$ cat src/design/hm_pkg.sv
// hm_pkg: constants shared by the heat-map hue to rgb block
// register indexes, reset values and fixed-point constants
// no dependencies
package hm_pkg;

   localparam int unsigned FRAC_W = 16;        // q0.16 field width
   localparam int unsigned CSR_INDEX_W = 1;    // two registers

   typedef logic [FRAC_W-1:0] frac_type;
   typedef logic [CSR_INDEX_W-1:0] csr_index_type;

   // register indexes
   localparam csr_index_type CSR_SATURATION = 1'b0;
   localparam csr_index_type CSR_BRIGHTNESS = 1'b1;

   // reset values, 0.8 in q0.16
   localparam frac_type SATURATION_RESET = 16'd52429;
   localparam frac_type BRIGHTNESS_RESET = 16'd52429;

   // one in q0.16 needs 17 bits
   localparam logic [FRAC_W:0] HM_ONE = 17'h10000;
   localparam frac_type HM_MAX = 16'hFFFF;

   // hue in sixths: hp = floor(d * 39 / 10), d = 1 - level
   // done as (d * 39 * ceil(2^26 / 10)) >> 26, exact for d <= 2^16
   localparam int unsigned HUE_SHIFT = 26;
   localparam logic [27:0] HUE_MULT = 28'd261724593;
   localparam int unsigned HUE_PROD_W = (FRAC_W + 1) + 28;
   localparam int unsigned HP_W = 18;          // q2.16 hue
   localparam logic [HP_W-1:0] HP_MAX = 18'd255590;

   typedef logic [1:0] sector_type;
   localparam sector_type SECTOR_RED_YELLOW = 2'd0;
   localparam sector_type SECTOR_YELLOW_GREEN = 2'd1;
   localparam sector_type SECTOR_GREEN_CYAN = 2'd2;
   localparam sector_type SECTOR_CYAN_BLUE = 2'd3;

endpackage

$ cat src/design/heatmap_hue_to_rgb.sv
// heatmap_hue_to_rgb: five-stage pipelined heat-map colour mapper
// depends on hm_pkg for register indexes and fixed-point constants
//
// usage: drive req_level and pulse start; an item is taken at each rising
// edge with start high and busy low. busy stays low, so one item can enter
// every cycle and the block sustains one item per clock.
// results: the result of each item taken shows on rsp_red, rsp_green
// and rsp_blue with rsp_valid high for a single cycle once it leaves stage 5.
// stages: 1 register 1 - level, 2 hue multiply by 3.9 (reciprocal multiply),
// 3 sector and ramp factor, 4 x = chroma * factor, 5 select and add m.
// the 17x28 hue multiply and the 16x17 ramp multiply set the stage depth.
// saturation and brightness are written through csr_we/csr_index/csr_wdata;
// chroma and m are recomputed from them, in chroma_ff and then offset_ff, so a write must be
// made with no item in flight.
// reset: synchronous, clears the valid pipeline and loads both registers
// with 0.8; nothing is stored for items caught in flight.
// the receiver cannot stall: each result is shown for one cycle only.
module heatmap_hue_to_rgb (
   input  logic                   clock,
   input  logic                   reset,
   input  logic                   start,
   output logic                   busy,
   input  hm_pkg::frac_type       req_level,
   output logic                   rsp_valid,
   output hm_pkg::frac_type       rsp_red,
   output hm_pkg::frac_type       rsp_green,
   output hm_pkg::frac_type       rsp_blue,
   input  logic                   csr_we,
   input  hm_pkg::csr_index_type  csr_index,
   input  hm_pkg::frac_type       csr_wdata
);
   import hm_pkg::*;

   localparam int unsigned STAGES = 5;

   // ---------------- configuration registers ----------------
   frac_type saturation_ff, saturation_in;
   frac_type brightness_ff, brightness_in;

   always_comb begin
      saturation_in = saturation_ff;
      brightness_in = brightness_ff;
      if (csr_we) begin
         unique case (csr_index)
            CSR_SATURATION: saturation_in = csr_wdata;
            CSR_BRIGHTNESS: brightness_in = csr_wdata;
         endcase
      end
   end

   always_ff @(posedge clock) begin
      if (reset) begin
         saturation_ff <= SATURATION_RESET;
         brightness_ff <= BRIGHTNESS_RESET;
      end else begin
         saturation_ff <= saturation_in;
         brightness_ff <= brightness_in;
      end
   end

   // chroma = v*s and m = v - chroma, recomputed every cycle
   logic [2*FRAC_W-1:0] chroma_prod;
   frac_type chroma_ff, chroma_in;
   frac_type offset_ff, offset_in;

   assign chroma_prod = brightness_ff * saturation_ff;
   assign chroma_in = chroma_prod[2*FRAC_W-1:FRAC_W];
   assign offset_in = brightness_ff - chroma_ff;   // not negative once chroma_ff has followed a brightness write

   always_ff @(posedge clock) begin
      chroma_ff <= chroma_in;
      offset_ff <= offset_in;
   end

   // ---------------- valid pipeline ----------------
   logic accept;
   logic [STAGES-1:0] valid_ff, valid_in;

   assign busy = 1'b0;
   assign accept = start && !busy;
   assign valid_in = {valid_ff[STAGES-2:0], accept};

   always_ff @(posedge clock) begin
      if (reset) begin
         valid_ff <= '0;
      end else begin
         valid_ff <= valid_in;
      end
   end

   // ---------------- stage 1: distance from one ----------------
   logic [FRAC_W:0] dist_ff, dist_in;

   assign dist_in = HM_ONE - {1'b0, req_level};

   always_ff @(posedge clock) begin
      dist_ff <= dist_in;
   end

   // ---------------- stage 2: hue in sixths, q2.16 ----------------
   logic [HUE_PROD_W-1:0] hue_prod;
   logic [HP_W-1:0] hue_ff, hue_in;

   assign hue_prod = dist_ff * HUE_MULT;
   assign hue_in = hue_prod[HUE_SHIFT+HP_W-1:HUE_SHIFT];

   always_ff @(posedge clock) begin
      hue_ff <= hue_in;
   end

   // ---------------- stage 3: sector and ramp factor ----------------
   sector_type sector3_ff, sector3_in;
   logic [FRAC_W:0] factor_ff, factor_in;

   assign sector3_in = hue_ff[HP_W-1:FRAC_W];
   // rising ramp in even sectors, falling in odd ones
   assign factor_in = sector3_in[0] ? (HM_ONE - {1'b0, hue_ff[FRAC_W-1:0]})
                                    : {1'b0, hue_ff[FRAC_W-1:0]};

   always_ff @(posedge clock) begin
      sector3_ff <= sector3_in;
      factor_ff  <= factor_in;
   end

   // ---------------- stage 4: x = chroma * factor ----------------
   logic [2*FRAC_W:0] ramp_prod;
   sector_type sector4_ff;
   frac_type ramp_ff, ramp_in;

   assign ramp_prod = chroma_ff * factor_ff;
   assign ramp_in = ramp_prod[2*FRAC_W-1:FRAC_W];   // product stays below 2^32

   always_ff @(posedge clock) begin
      sector4_ff <= sector3_ff;
      ramp_ff    <= ramp_in;
   end

   // ---------------- stage 5: component select, add m, clamp ----------------
   frac_type red_base, green_base, blue_base;
   logic [FRAC_W:0] red_sum, green_sum, blue_sum;
   frac_type red_in, green_in, blue_in;
   frac_type red_ff, green_ff, blue_ff;

   always_comb begin
      red_base   = '0;
      green_base = '0;
      blue_base  = '0;
      unique case (sector4_ff)
         SECTOR_RED_YELLOW: begin
            red_base   = chroma_ff;
            green_base = ramp_ff;
         end
         SECTOR_YELLOW_GREEN: begin
            red_base   = ramp_ff;
            green_base = chroma_ff;
         end
         SECTOR_GREEN_CYAN: begin
            green_base = chroma_ff;
            blue_base  = ramp_ff;
         end
         SECTOR_CYAN_BLUE: begin
            green_base = ramp_ff;
            blue_base  = chroma_ff;
         end
      endcase
   end

   assign red_sum   = {1'b0, red_base} + {1'b0, offset_ff};
   assign green_sum = {1'b0, green_base} + {1'b0, offset_ff};
   assign blue_sum  = {1'b0, blue_base} + {1'b0, offset_ff};

   // clamp is a safeguard, the sum never exceeds brightness
   assign red_in   = red_sum[FRAC_W] ? HM_MAX : red_sum[FRAC_W-1:0];
   assign green_in = green_sum[FRAC_W] ? HM_MAX : green_sum[FRAC_W-1:0];
   assign blue_in  = blue_sum[FRAC_W] ? HM_MAX : blue_sum[FRAC_W-1:0];

   always_ff @(posedge clock) begin
      red_ff   <= red_in;
      green_ff <= green_in;
      blue_ff  <= blue_in;
   end

   assign rsp_valid = valid_ff[STAGES-1];
   assign rsp_red   = red_ff;
   assign rsp_green = green_ff;
   assign rsp_blue  = blue_ff;

`ifndef SYNTHESIS
   // an accepted item enters stage 1 on the next edge
   a_accept_enters: assert property (@(posedge clock) disable iff (reset)
      (!$past(reset) && $past(accept)) |-> valid_ff[0])
      else $error("accepted item did not enter the pipeline");

   // every result traces back to an item accepted into the pipeline
   a_result_traced: assert property (@(posedge clock) disable iff (reset)
      rsp_valid |-> $past(accept, STAGES))
      else $error("result without a matching item");

   // hue stays within the sectors a 16-bit level can reach
   a_hue_range: assert property (@(posedge clock) disable iff (reset)
      valid_ff[1] |-> (hue_ff <= HP_MAX))
      else $error("hue out of range");

   // ramp factor never exceeds one
   a_factor_range: assert property (@(posedge clock) disable iff (reset)
      valid_ff[2] |-> (factor_ff <= HM_ONE))
      else $error("ramp factor above one");
`endif

endmodule

$ cat config.mk
export PLATFORM = sky130hd
export DESIGN_NAME = heatmap_hue_to_rgb
export DESIGN_NICKNAME = d
export VERILOG_FILES = /design/src/design/hm_pkg.sv /design/src/design/heatmap_hue_to_rgb.sv
export SDC_FILE = /design/constraint.sdc
export NUM_CORES = 2
export LEC_CHECK = 0
export ABC_AREA = 1
export BUFFER_PORTS_ARGS = -buffer_cell sky130_fd_sc_hd__buf_4
export CORE_ASPECT_RATIO = 1.25
export CORE_MARGIN = 2
export CORE_UTILIZATION = 33
export DETAILED_ROUTE_END_ITERATION = 6
export HOLD_SLACK_MARGIN = 0.03
export PLACE_DENSITY_LB_ADDON = 0.05
export SLEW_MARGIN = 20
export SYNTH_ARGS = -nofsm -noshare
export SYNTH_HDL_FRONTEND = slang
export SYNTH_SLANG_ARGS = --single-unit
$ cat constraint.sdc
create_clock -name clock -period 11.89 [get_ports clock]
set_input_delay 1.189 -clock clock [delete_from_list [all_inputs] [get_ports clock]]
set_output_delay 1.189 -clock clock [all_outputs]
set_load 0.1 [all_outputs]
Yosys cells after proc, flatten, opt, wreduce, memory -nomap -nowiden
Index checks and enable logic that the tools add are counted.
{"block": "word_totals", "register_bits": 189, "input_bits": 37}
{"block": "op_classes", "add_sub_neg": 6, "multipliers": 3, "eq_ne": 3, "mux": 4, "bitwise": 1, "reduce_logical": 5}
{"op": "16-bit case mux with 2 select lines", "n": 3}
{"op": "16-bit by 16-bit adder with 17-bit output", "n": 3}
{"op": "17-bit by 28-bit multiplier with 44-bit output, second input constant", "n": 1}
{"op": "17-bit by 16-bit subtractor with 17-bit output, first input constant", "n": 2}
{"op": "16-bit by 16-bit multiplier with 32-bit output", "n": 1}
{"op": "16-bit by 17-bit multiplier with 32-bit output", "n": 1}
{"op": "16-bit 2-to-1 mux", "n": 1}
{"op": "16-bit subtractor", "n": 1}
{"op": "2-bit == test, second input constant", "n": 2}
{"op": "2-bit AND reduction", "n": 2}
{"op": "2-bit OR reduction", "n": 2}
{"op": "2-bit by 1-bit == test with 1-bit output, second input constant", "n": 1}
{"op": "2-bit zero test", "n": 1}
{"op": "1-bit NOT", "n": 1}

Depth between registers and ports, before layout
{"block": "logic_depth", "ltp_word": 4, "mapped_depth": 27}

Worst setup path before layout
OpenSTA, ideal clock, no wires.
{"block": "synth_path", "path_type": "register to register", "start": "register brightness_ff[7]", "end": "register chroma_ff[8]", "setup_time_ns": 0.112, "arrival_ns": 5.157, "setup_slack_ns": 6.621, "path_stages_with_launch": 23, "path_buffers": 2, "period_less_slack_ns": 5.269, "cell_sequence": "dfxtp_1 clkbuf_1 clkbuf_1 nand2_1 fa_1 inv_1 fa_1 inv_1 fa_1 inv_1 fa_1 fa_1 inv_1 fa_1 inv_1 ha_1 nand2_1 o21ai_0 nor2_1 a21oi_2 nand2_1 nand3_1 nand2_1"}
{"block": "synth_between", "elab_chain_cells": 1}
{"item": "start, declared", "line_no": "heatmap_hue_to_rgb.sv:38", "rtl": "frac_type brightness_ff, brightness_in;"}
{"item": "start signal, assigned", "line_no": "heatmap_hue_to_rgb.sv:57", "rtl": "brightness_ff <= brightness_in;"}
{"item": "16-bit by 16-bit multiplier with 32-bit output", "line_no": "heatmap_hue_to_rgb.sv:66", "rtl": "assign chroma_prod = brightness_ff * saturation_ff;"}
{"item": "net chroma_prod[24]", "line_no": "heatmap_hue_to_rgb.sv:62", "rtl": "logic [2*FRAC_W-1:0] chroma_prod;"}
{"item": "end signal, assigned", "line_no": "heatmap_hue_to_rgb.sv:71", "rtl": "chroma_ff <= chroma_in;"}
{"item": "end, declared", "line_no": "heatmap_hue_to_rgb.sv:63", "rtl": "frac_type chroma_ff, chroma_in;"}
The timed path passes the listed nets, and every way through them passes these cells.
A chain may end at the register's enable or synchronous reset.

Final worst setup path
{"block": "layout_path", "start": "register factor_ff[9]", "end": "register ramp_ff[5]"}
{"block": "layout_between", "elab_chain_cells": 1}
{"item": "start, declared", "line_no": "heatmap_hue_to_rgb.sv:113", "rtl": "logic [FRAC_W:0] factor_ff, factor_in;"}
{"item": "start signal, assigned", "line_no": "heatmap_hue_to_rgb.sv:122", "rtl": "factor_ff <= factor_in;"}
{"item": "16-bit by 17-bit multiplier with 32-bit output", "line_no": "heatmap_hue_to_rgb.sv:130", "rtl": "assign ramp_prod = chroma_ff * factor_ff;"}
{"item": "net ramp_prod[21]", "line_no": "heatmap_hue_to_rgb.sv:126", "rtl": "logic [2*FRAC_W:0] ramp_prod;"}
{"item": "end signal, assigned", "line_no": "heatmap_hue_to_rgb.sv:135", "rtl": "ramp_ff <= ramp_in;"}
{"item": "end, declared", "line_no": "heatmap_hue_to_rgb.sv:128", "rtl": "frac_type ramp_ff, ramp_in;"}
The timed path passes the listed nets, and every way through them passes these cells.

==> impl_metrics.ini <==
[run_status]
run_status = complete, no violations

[global_route]
first_pass_grt_wire_length_um = 168000
globalRouteTotalUtil_pct = 20.5
number_of_global_route_vias_before_repair = 29734
grt_overflow = 0
grt_max_degree = 33
grt_antenna_before_repair = 1

[sta]
fmax_ghz = 0.169
setup_viol = 0
layout_worst_path_cycle_share_pct = 49.6
setup_total_negative_slack_ps = 0
max-slew-margin-rel_pct = 25.7
hold_viol_final = 0
fin_skew_ps = 24.2
rsz0062_at_grt = false
maxSlewViolCount = 0
timing_worst_slew_pin_value_ps = 1110
final_period_minus_worst_setup_slack_ps = 5900

[drt]
routed_wire_length_per_instance_um = 17.9
dr.pass1.iters = 5
antenna_left = 0
drt_iter0_drc = 1107
drc = 0
final_wirelength_um = 105000
detailed_route_via_count = 27270
vias_per_cell = 4.66

[layout]
share_of_cells_above_drive_strength_1_pct = 4.36
layout.nets = 5513
finalNonFillerCells = 5858
n_antenna_cell = 0
area_growth_syn_to_layout_pct = 7.45

[clocking]
clockRootBuffer = sky130_fd_sc_hd__clkbuf_16
ctsHtreeMaxLevel = 4
cts_hold_buffers = 0
cts_tree = done
clkLatencyLatePin_ps = 530
worst_setup_hold_path_clk_slew_ps = 90
post_cts.resized_instances = 0
clock_buffers_created_by_tritoncts = 17
clock-sinks = 189
cts_max_path_buffers = 2
cts.repair_timing.setup_buffer_count = 0

[logic_synthesis]
synth_most_common_cell = sky130_fd_sc_hd__inv_1
synthesis.instances = 4519
post_synth_top_cells = sky130_fd_sc_hd__inv_1 (1166), sky130_fd_sc_hd__nand2_1 (1074), sky130_fd_sc_hd__fa_1 (555)
yosys_most_used_dff = sky130_fd_sc_hd__dfxtp_1
synth_warnings = 0
netlist-cell-type-count = 48
synth_top_area_share_pct = 32.2
syn-num-nets = 5527
mappedNetlistArea_um2 = 34500
share_of_synthesized_area_occupied_by_flip_flops_and_latches_pct = 11.0
most_area_hungry_cell_type_in_the_yosys_netlist = sky130_fd_sc_hd__fa_1
synth_edf_count = 0
mean_instance_size_in_the_synthesized_netlist_um2 = 7.63
synthArstFlopShare_pct = 0
ys_top_cells_by_area = sky130_fd_sc_hd__fa_1 (32%), sky130_fd_sc_hd__ha_1 (15%), sky130_fd_sc_hd__inv_1 (13%)
postSynthRegisterBits = 189

[place]
port_buffer_cells = 85
place_hpwl_um = 86700
placed_cells_incl_taps = 5826
gp_routability_congestion = 0.874

[critical_path]
cp_data_required_time_ps = 12300
timing.critical_path.to_type = flip-flop
worstPathMaxFanout = 16
timing_worst_setup_path_type = reg -> reg
critPathLaunchType = flip-flop
cp_data_arrival_time_ps = 6310

[floorplan]
floorplan.rows = 132
floorplan.die.width_um = 293
core-area_um2 = 104000
floorplan.die_area_um2 = 107000
chipHeight_um = 365
floorplan.initialDensity_pct = 33.3
num_io_pins = 87

[flow_run]
maxCapViolCount = 0

[hold_path]
hold_class = reg -> reg
worst max-delay path, cell delays in order (launching register included):
cell and delay [ps]:
sky130_fd_sc_hd__dfxtp_1 1010, sky130_fd_sc_hd__nand2_1 180, sky130_fd_sc_hd__fa_1 540, sky130_fd_sc_hd__fa_1 580, sky130_fd_sc_hd__fa_1 450, sky130_fd_sc_hd__fa_1 560, sky130_fd_sc_hd__inv_1 50, sky130_fd_sc_hd__fa_1 470
sky130_fd_sc_hd__inv_1 50, sky130_fd_sc_hd__fa_1 480, sky130_fd_sc_hd__inv_1 50, sky130_fd_sc_hd__ha_1 300, sky130_fd_sc_hd__nand2_1 140, sky130_fd_sc_hd__o21ai_0 310, sky130_fd_sc_hd__a21oi_1 70, sky130_fd_sc_hd__nand2_1 120
sky130_fd_sc_hd__nand3_1 80, sky130_fd_sc_hd__nand2_1 80, sky130_fd_sc_hd__xor2_1 270
through the flow:
stage	hold slack (ps)	area (um^2)	worst slack [ps]	utilization (%)
after floorplan	310	34500	6620	-
after global placement	317	36400	5610	35.1
after detailed placement	329	36400	5880	35.2
after CTS	351	37000	5870	35.8
after global routing	356	37000	5600	35.8
final	348	37000	5990	35.8
area by class of cell:
type | count | area [um^2]
inverter | 1169 | 4390
multi-input combinational | 3015 | 25700
fill | 11113 | 66500
tap | 1340 | 1680
clock buffer | 17 | 425
sequential | 189 | 3790
clock inverter | 15 | 193
timing repair buffer | 113 | 848
flip-flops by register name (all words and copies together), names as in the netlist, 5 cells and up:
name / count
rsp_blue: 16
rsp_red: 16
offset_ff: 16
saturation_ff: 16
factor_ff: 17
dist_ff: 17
rsp_green: 16
chroma_ff: 16
valid_ff: 5
brightness_ff: 16
hue_ff: 18
ramp_ff: 16
cell families after synthesis:
kind of cell / Yosys count / synth area share, %
fa+ha+maj: 971 / 47.3
compound gates: 411 / 6.98
buf+inv: 1315 / 14.4
xor+xnor: 87 / 2.21
flops: 189 / 11.0
other cells: 1 / 0.0109
simple gates: 1545 / 18.0
layout by cell type, fill, tap and decap left out, types with 106 or more instances in the layout:
cell type	synthesis	final
sky130_fd_sc_hd__ha_1	416	416
sky130_fd_sc_hd__buf_4	2	113
sky130_fd_sc_hd__a21oi_1	168	168
sky130_fd_sc_hd__o21ai_0	106	106
sky130_fd_sc_hd__dfxtp_1	189	182
sky130_fd_sc_hd__inv_1	1166	1166
sky130_fd_sc_hd__nor2_1	214	214
sky130_fd_sc_hd__fa_1	555	555
sky130_fd_sc_hd__nand2_1	1074	1074
sky130_fd_sc_hd__nand3_1	160	160
per-layer routing:
layer / vias to the layer above / GRT usage, % / wire length [um]
met2: 345 / 38.4 / 54800
met4: 0 / 5.30 / 2200
met1: 13396 / 25.1 / 46000
li1: 13417 / - / -
met5: - / 0 / 0
met3: 112 / 1.67 / 1930
path summary, 6_finish.rpt:
kind | startpoint | endpoint | slack, ps | cells after the start
max | factor_ff[9]$_DFF_P_ | ramp_ff[5]$_DFF_P_ | 5990 | 18
min | sector3_ff[1]$_DFF_P_ | sector4_ff[1]$_DFF_P_ | 350 | 0
max reg2reg | factor_ff[9]$_DFF_P_ | ramp_ff[5]$_DFF_P_ | 5990 | 18
min reg2reg | sector3_ff[1]$_DFF_P_ | sector4_ff[1]$_DFF_P_ | 350 | 0
Power is not shown: default switching activity piles up to over one toggle a cycle in this logic, so the estimate is an artifact.
